**src/rtl/core/grouped_circular_undo_stack_assert.svh**
```systemverilog
// ---------------------------------------------------------------------------
// Assertion macros for the grouped circular undo stack
// Shared forms for the concurrent checks of the block.
// ---------------------------------------------------------------------------
`ifndef GROUPED_CIRCULAR_UNDO_STACK_ASSERT_SVH
`define GROUPED_CIRCULAR_UNDO_STACK_ASSERT_SVH

// The consequent holds in the same cycle as the antecedent.
`define GCUS_ASSERT_SAME(lbl, ante, cons, msg) \
    lbl: assert property (@(posedge clk) disable iff (!rst_n) (ante) |-> (cons)) \
        else $error(msg);

// The consequent holds in the cycle after the antecedent.
`define GCUS_ASSERT_NEXT(lbl, ante, cons, msg) \
    lbl: assert property (@(posedge clk) disable iff (!rst_n) (ante) |=> (cons)) \
        else $error(msg);

`endif

```
**src/rtl/core/gcus_pkg.sv**
```systemverilog
// ---------------------------------------------------------------------------
// gcus_pkg
// Types, codes and constants of the grouped circular undo stack.
// ---------------------------------------------------------------------------
package gcus_pkg;

    localparam int DEPTH_DEF = 1024;
    localparam int WORD_W    = 32;
    localparam int SIZE_W    = 11;
    localparam int FQ_DEPTH  = 2;

    localparam logic [1:0] REQ_PUSH  = 2'd0;
    localparam logic [1:0] REQ_POP   = 2'd1;
    localparam logic [1:0] REQ_WIPE  = 2'd2;
    localparam logic [1:0] REQ_BEGIN = 2'd3;

    localparam logic [2:0] ST_DONE     = 3'd0;
    localparam logic [2:0] ST_IGNORED  = 3'd1;
    localparam logic [2:0] ST_EMPTY    = 3'd2;
    localparam logic [2:0] ST_OVERFLOW = 3'd3;
    localparam logic [2:0] ST_INVALID  = 3'd4;

    localparam logic [1:0] CFG_USED_SIZE   = 2'd0;
    localparam logic [1:0] CFG_EMPTY_CODE  = 2'd1;
    localparam logic [1:0] CFG_MARKER_CODE = 2'd2;

    typedef struct packed {
        logic [1:0]         req_type;
        logic signed [31:0] word_a;
        logic signed [31:0] word_b;
        logic signed [31:0] word_c;
        logic signed [31:0] word_d;
        logic signed [31:0] word_e;
        logic signed [31:0] rec_value;
    } req_t;

    typedef struct packed {
        logic signed [31:0] out_a;
        logic signed [31:0] out_b;
        logic signed [31:0] out_c;
        logic signed [31:0] out_d;
        logic signed [31:0] out_e;
        logic signed [31:0] out_value;
        logic [2:0]         status;
    } res_t;

    typedef struct packed {
        logic [WORD_W-1:0] a;
        logic [WORD_W-1:0] b;
        logic [WORD_W-1:0] c;
        logic [WORD_W-1:0] d;
        logic [WORD_W-1:0] e;
        logic [WORD_W-1:0] value;
    } rec_t;

    typedef struct packed {
        logic [1:0] op;
        rec_t       rec;
        logic       is_empty;
        logic       is_marker;
    } cmd_t;

    typedef struct packed {
        logic [WORD_W-1:0] empty_code;
        logic [WORD_W-1:0] marker_code;
        logic              init_busy;
    } back_view_t;

endpackage

```
**src/rtl/core/gcus_front.sv**
```systemverilog
// ---------------------------------------------------------------------------
// gcus_front
// Accepts request items, classifies the first word and queues the commands.
// ---------------------------------------------------------------------------
module gcus_front (
    input  logic            clk,
    input  logic            rst_n,
    input  logic            push,
    output logic            full,
    input  gcus_pkg::req_t  req,
    input  gcus_pkg::back_view_t view,
    output logic            cmd_valid,
    output gcus_pkg::cmd_t  cmd,
    input  logic            cmd_take
);
    import gcus_pkg::*;

    cmd_t       ent_reg [FQ_DEPTH];
    logic       wr_ptr_reg, wr_ptr_next;
    logic       rd_ptr_reg, rd_ptr_next;
    logic [1:0] cnt_reg, cnt_next;
    logic       accept;
    cmd_t       new_cmd;

    assign full      = (cnt_reg == 2'(FQ_DEPTH)) || view.init_busy;
    assign accept    = push && !full;
    assign cmd_valid = (cnt_reg != 2'd0);
    assign cmd       = ent_reg[rd_ptr_reg];

    always_comb
    begin
        new_cmd.op        = req.req_type;
        new_cmd.rec.a     = req.word_a;
        new_cmd.rec.b     = req.word_b;
        new_cmd.rec.c     = req.word_c;
        new_cmd.rec.d     = req.word_d;
        new_cmd.rec.e     = req.word_e;
        new_cmd.rec.value = req.rec_value;
        new_cmd.is_empty  = (req.word_a == view.empty_code);
        new_cmd.is_marker = (req.word_a == view.marker_code);
    end

    always_comb
    begin
        wr_ptr_next = wr_ptr_reg;
        rd_ptr_next = rd_ptr_reg;
        cnt_next    = cnt_reg;
        if (accept)
        begin
            wr_ptr_next = ~wr_ptr_reg;
        end
        if (cmd_take && cmd_valid)
        begin
            rd_ptr_next = ~rd_ptr_reg;
        end
        if (accept && !(cmd_take && cmd_valid))
        begin
            cnt_next = cnt_reg + 2'd1;
        end
        else if (!accept && cmd_take && cmd_valid)
        begin
            cnt_next = cnt_reg - 2'd1;
        end
    end

    always_ff @(posedge clk or negedge rst_n)
    begin
        if (!rst_n)
        begin
            wr_ptr_reg <= 1'b0;
            rd_ptr_reg <= 1'b0;
            cnt_reg    <= 2'd0;
        end
        else
        begin
            wr_ptr_reg <= wr_ptr_next;
            rd_ptr_reg <= rd_ptr_next;
            cnt_reg    <= cnt_next;
        end
    end

    always_ff @(posedge clk)
    begin
        if (accept)
        begin
            ent_reg[wr_ptr_reg] <= new_cmd;
        end
    end

endmodule

```
**config.mk**
```make
export PLATFORM = sky130hd
export DESIGN_NAME = gcus_front
export DESIGN_NICKNAME = d
export VERILOG_FILES = /design/src/rtl/core/grouped_circular_undo_stack_assert.svh /design/src/rtl/core/gcus_pkg.sv /design/src/rtl/core/gcus_front.sv
export SDC_FILE = /design/constraint.sdc
export NUM_CORES = 1
export LEC_CHECK = 0
export BUFFER_PORTS_ARGS = -buffer_cell sky130_fd_sc_hd__buf_2
export CAP_MARGIN = 0
export CORE_AREA = 2 2 180 182
export CTS_CLUSTER_DIAMETER = 50
export DETAILED_ROUTE_END_ITERATION = 6
export DIE_AREA = 0 0 182 184
export PLACE_DENSITY = 0.87
export SYNTH_ARGS = -nofsm -noshare
export SYNTH_HDL_FRONTEND = slang
export SYNTH_SLANG_ARGS = --single-unit
```
**constraint.sdc**
```tcl
create_clock -name clk -period 20.7 [get_ports clk]
set_clock_uncertainty 0.15 [all_clocks]
set_input_delay 3.105 -clock clk [delete_from_list [all_inputs] [get_ports clk]]
set_output_delay 3.105 -clock clk [all_outputs]
set_load 0.01 [all_outputs]
```
==> results of run 1 <==
-- synthesized netlist by cell type --
cell and n:
a21oi_1 1, a31o_2 1, buf_2 6, buf_6 16
dfrtp_1 4, edfxtp_1 392, inv_1 1, mux2_2 96
mux2_4 100, nand2_2 1, nand2b_1 1, nand2b_2 1
nand3b_4 1, nand4_1 4, nand4bb_1 1, nor2_1 4
nor4_1 16, or2_1 1, or3b_1 1, xnor2_1 2
xor2_1 65, xor2_2 1
-- worst max-delay path, cell delays in order, from the launching register on --
cell	delay (ns)
dfrtp_4	0.58
buf_4	0.87
buf_4	0.92
mux2_2	0.43
buf_2	0.14
-- cells in the final DEF, fill, tap and decap left out, types with 2 or more instances in the layout --
cell type	instances
clkbuf_1	14
mux2_4	100
nor4_1	16
xor2_1	65
diode_2	4
xnor2_1	2
buf_4	9
clkinv_1	2
clkinv_4	2
buf_2	460
clkbuf_8	2
nor2_4	2
nand4_1	4
mux2_2	96
clkinv_2	4
dfrtp_1	3
nor2_1	2
clkbuf_16	45
edfxtp_1	392
-- logic make-up after synthesis --
logic type	count (synthesis)	share of synthesized area [%]
buf+inv	23	1.38
xor+xnor	68	3.89
simple gates	31	1.34
compound gates	2	0.0888
flops	396	76.6
mux	196	16.7
-- path summary, 6_finish.rpt --
path                                  from              end  slack (ns)  depth (start not counted)
worst min-delay path            wr_ptr_reg       wr_ptr_reg        0.41                          1
min in group asynchronous            rst_n       cnt_reg[1]        2.22                          1
max in group asynchronous            rst_n       rd_ptr_reg       18.04                          1
worst max register to register  cnt_reg[0]  ent_reg[1][123]       17.52                          5
worst min register to register  wr_ptr_reg       wr_ptr_reg        0.41                          1
worst max-delay path            rd_ptr_reg          cmd[16]       13.88                          4
-- report_power, final --
group	internal, uW	switching, uW	total [uW]
logic	333	353	686
registers	997	30.9	1030
clock network	405	286	691
-- area by class of cell --
class | instances | area share (%)
repair buffers | 469 | 12.2
inverters | 1 | 0.0193
clock inverters | 11 | 0.373
diodes | 4 | 0.0514
flip-flops and latches | 396 | 61.0
multi-input cells | 297 | 17.6
well taps | 402 | 2.58
clock buffers | 61 | 6.20
-- per-layer routing --
metal / global-route usage [%] / wire length (um) / vias up
li1: - / - / 3810
met1: 20.9 / 11900 / 4149
met2: 37.2 / 18800 / 442
met3: 6.48 / 3200 / 74
met4: 8.84 / 1360 / 0
met5: 0 / 0 / -
-- stage by stage --
step | hold slack (ns) | power (uW) | util (%) | setup WS (ns) | cells
floorplan | 0.318 | 1540 | - | 8.37 | 716
global placement | 0.368 | 1720 | 57.9 | 13.95 | 1565
detailed placement | 0.388 | 1730 | 57.9 | 13.96 | 1565
CTS | 0.404 | 2430 | 62.0 | 13.85 | 1637
global route | 0.436 | 2500 | 62.0 | 13.70 | 1641
finish | 0.411 | 2400 | 62.0 | 13.88 | 1641
==> results.ini, run 1 <==
[yosys]
ys_top_cells_by_area = edfxtp_1, mux2_4, mux2_2, xor2_1, buf_6
netlist.area_leader.share_pct = 76.0
syn_nets = 979
yosysSeqAreaShare_pct = 76.6
syn-cell-area_um2 = 15500
synth_cells = 716
synth-seq-cells = 396
synth.distinct_cells = 22
yosys_warnings = 0
synth_area_leader_cell = edfxtp_1
syn_area_per_cell_um2 = 21.6

[cells_and_area]
finish.instance_area_um2 = 19500
largest_register_ffs = 392
layout-drive-gt1-share_pct = 59.0
layout.nets = 1470
multi_input_area_um2 = 3420
regArea_um2 = 11900
area_growth_pct = 25.6
nFillCells = 2201

[setup_path]
worstPathArrival_ns = 3.57
critPathMaxFanout = 74
cp.required_ns = 17.44
end_kind = output pin
critPathKind = reg -> out
cp-start-kind = flip-flop

[power]
total_leakage_power_uw = 0.00766
vdd_drop_max_v = 0.0000787
powerDensity_nw_per_um2 = 124

[timing]
rsz0062_at_grt = no
fin_crit_sh_pct = 33.0
worstMarginPinSlew_ns = 1.07
drv_slew = 0
min_period_ns = 6.82
max_freq_mhz = 147
tns_ns = 0
max_slew_margin_pct = 28.8
hold_viol = 0
setup_viol = 0

[cts]
numCtsBuffers = 42
clock_path_buffers = 3
cts_resized = 0
clk_pin_slew_ns = 0.06
hold_buffers = 0
post_cts_buffers = 0
cts_tree = done
clk_root_buffer_cell = clkbuf_16
htreeDepth = 2
clock_latency_ns = 0.52
clock_sinks = 396

[floorplan]
die_area_um2 = 33500
core_area_um2 = 31400
die-width_um = 182
row_count = 65
die_h_um = 184
ioPinCount = 461
start_util_pct = 49.4

[placed_design]
routabilityCongestion = 0.884
io_buffers = 460
place_area_um2 = 18200
place_hpwl_mm = 25.0

[grt]
antenna_found_initial = 4
gr-total-overflow = 0
grt_pass1_wl_mm = 50.4
grt_pass1_vias = 8916
grt_usage_pct = 20.1
grt_max_degree = 78

[run_status]
outcome = completed

[detailed_routing]
num_vias = 8475
wl_per_cell_um = 21.5
drc = 0
viasPerCell = 5.16
wl_mm = 35.3
first_pass_iters = 5
ant_nets = 0
drt_iter0_drc = 521

[flow_run]
cap_violations = 0

[min_path]
hold_class = reg -> reg

(Power assumes the default switching activity.)
==> inputs of run 2 (changes only) <==
ABC_AREA = 1   (was default)
CORE_AREA = default   (was 2 2 180 182)
CORE_MARGIN = 2   (was default)
CORE_UTILIZATION = 52   (was default)
DIE_AREA = default   (was 0 0 182 184)
PLACE_DENSITY = 0.9   (was 0.87)
clock period = 6.5 ns   (was 20.7 ns; I/O delays follow)
==> run 2 against run 1 <==
  * Via count up 39%
  * First-iteration DRC count up 85%
  * Combinational power rose to 3.4 times the previous value
  * Critical path depth up 1
  * Clock power rose to 3.2 times the previous value
  * Count of clock-buffer cells in the layout down 9
==> results.ini, run 2 <==
[grt]
grt_usage_pct = 25.3
grt_pass1_wl_mm = 60.6
gr-total-overflow = 0
grt_pass1_vias = 11600
antenna_found_initial = 14
grt_max_degree = 146

[yosys]
netlist_top_cells_count = nand2_1, edfxtp_1, inv_1
synth_most_common_cell = nand2_1
ys_top_cells_by_area = edfxtp_1, nand2_1, inv_1, nor2_1, buf_6
synth-seq-cells = 396
synth_cells = 1382
syn_area_per_cell_um2 = 11.4
synth_xor_area_share_pct = 0.499
synth_edf_count = 392
yosys_warnings = 0
synthSimpleGateAreaFrac_pct = 19.9
async_flop_share_pct = 1.01
synth_mux_area_share_pct = 0
synth.distinct_cells = 17
yosysSeqAreaShare_pct = 75.2
synthAdderAreaFrac_pct = 0
synth_compound_gate_area_share_pct = 0.0872
ys.flop_type = edfxtp_1
syn_nets = 1645
synth_area_leader_cell = edfxtp_1
netlist.area_leader.share_pct = 74.6
synth_top_family_by_area = simple AND/OR/NAND/NOR gates
syn-cell-area_um2 = 15800

[timing]
max_freq_mhz = 234
drv_slew = 0
setup_viol = 0
fin_crit_sh_pct = 65.6
min_period_ns = 4.27
hold_viol = 0
setup_ws_ns = 2.23
rsz0062_at_grt = no
worstMarginPinSlew_ns = 1.12
max_slew_margin_pct = 25.5

[floorplan]
core_area_um2 = 29800
die_area_um2 = 31800
die_h_um = 178
ioPinCount = 461
die-width_um = 178
start_util_pct = 53.0
row_count = 63

[setup_path]
cp_slowest_cell = inv_6
timing.rr.start = cnt_reg[0]
critPathKind = reg -> out
crit_path_frequent_cell = nand2_1
critPathMaxFanout = 145
worst_r2r_endpoint = ent_reg[0][58]
path_cells = inv_6 -> buf_4 -> nand2_1 -> nand2_1 -> buf_2
r2r_slack_ns = 3.71
slowest_delay_ns = 0.76
cp_top_family = buffers and inverters
rr_worst_depth = 6
worstPathArrival_ns = 3.14
crit_buf_inv = 3
cp-start-kind = flip-flop
cp.depth = 5
cp.required_ns = 5.37
startpoint = rd_ptr_reg
end_kind = output pin
setup.worst_path.end = cmd[141]

[run_status]
outcome = completed

[power]
intPower_uw = 5160
power.share.sequential_pct = 42.0
switching_power_uw = 2680
p_clk_share_pct = 28.1
combPwrFrac_pct = 29.9
total_leakage_power_uw = 0.00906
switching_share_pct = 34.2
powerDensity_nw_per_um2 = 399
vdd_drop_max_v = 0.000268

[cts]
cts_tree = done
numCtsBuffers = 42
clock_path_buffers = 3
clk_root_buffer_cell = clkbuf_16
clock_latency_ns = 0.52
hold_buffers = 0
post_cts_buffers = 0
clock_sinks = 396
cts_resized = 0
htreeDepth = 2
clk_pin_slew_ns = 0.06

[detailed_routing]
wl_per_cell_um = 18.2
viasPerCell = 5.15
first_pass_iters = 5
wl_mm = 41.6
num_vias = 11800
drt_iter0_drc = 965
ant_nets = 0
drc = 0

[placed_design]
routabilityCongestion = 0.882
io_buffers = 460
place_area_um2 = 18400
place_ws_ns = 2.82
place_hpwl_mm = 28.8

[cells_and_area]
layout-drive-gt1-share_pct = 28.3
area_growth_pct = 24.6
layout_common_cells = nand2_1, buf_2, edfxtp_1
finish.instance_area_um2 = 19700
layout.nets = 2117
largest_register_ffs = 392
final_common_cell = nand2_1
postLayoutCoreUtil_pct = 66.0

[min_path]
hold_class = in -> async

[flow_run]
cap_violations = 0

-- run 2: cell count changes after synthesis, sizes merged, moves of 2 or more --
cell | before | now
nand2 | 1 | 790
mux2 | 196 | 0
inv | 1 | 95
xor2 | 66 | 9
nor2 | 4 | 44
buf | 22 | 39
nor4 | 16 | 0
clkbuf | 0 | 4
nand4 | 4 | 0
nand2b | 2 | 0
nand3 | 0 | 2
xnor2 | 2 | 0
-- run 2: worst min-delay path by stage --
stage	startpoint	to	slack (ns)	cells after the start
floorplan	cnt_reg[1]	cnt_reg[1]	0.40	3
global placement	cnt_reg[1]	cnt_reg[1]	0.43	3
detailed placement	cnt_reg[0]	cnt_reg[0]	0.46	3
CTS	rst_n	rd_ptr_reg	0.1	1
global route	rst_n	rd_ptr_reg	0.09	1
finish	rst_n	rd_ptr_reg	0.11	1
-- run 2: stage by stage --
step                      hold WS [ns]  TNS (ns)  total power, uW  std cells
after CTS                       0.0966         0             7860       2272
after global placement           0.431         0             5580       2200
after floorplan                  0.398   -168.09             4770       1382
after detailed placement         0.461         0             5670       2200
final                            0.113         0             7840       2284
after global routing            0.0871         0             8230       2281
-- run 2: cell families (layout without fill, tap and decap cells) --
group / after synthesis / after routing
AND/OR/NAND/NOR: 836 / 836
AO/OA/AOI/OAI: 2 / 2
flip-flops: 396 / 396
other: 0 / 12
buffers and inverters: 139 / 639
XOR/XNOR: 9 / 9
-- run 2: power groups by stage --
stage	Clock (uW)	Sequential (uW)	Combinational (uW)
2_1_floorplan	0	3330	1440
5_1_grt	2340	3320	2580
4_1_cts	2230	3290	2340
6_report	2200	3290	2350
3_3_place_gp	0	3330	2250
3_5_place_dp	0	3340	2320
-- run 2: cell type report --
cell class | count | area (um^2)
diodes | 12 | 30.0
clock buffers | 52 | 1090
clock inverters | 20 | 170
fillers | 2087 | 10100
inverters | 96 | 365
multi-input cells | 847 | 3260
flip-flops and latches | 396 | 11900
well taps | 390 | 488
repair buffers | 471 | 2380
-- run 2: routing by layer --
layer	share of wire [%]	GRT usage (%)
met5	0.17	0
met2	52	45.9
met3	10	6.71
met1	33	27.7
met4	3.6	10.9
-- run 2: worst register-to-register path: stages (launching register included) --
cell,delay (ns)
dfrtp_1,0.39
inv_1,0.08
nand2_1,0.10
nand3_2,0.18
nor2_4,0.14
buf_4,0.47
buf_4,0.82
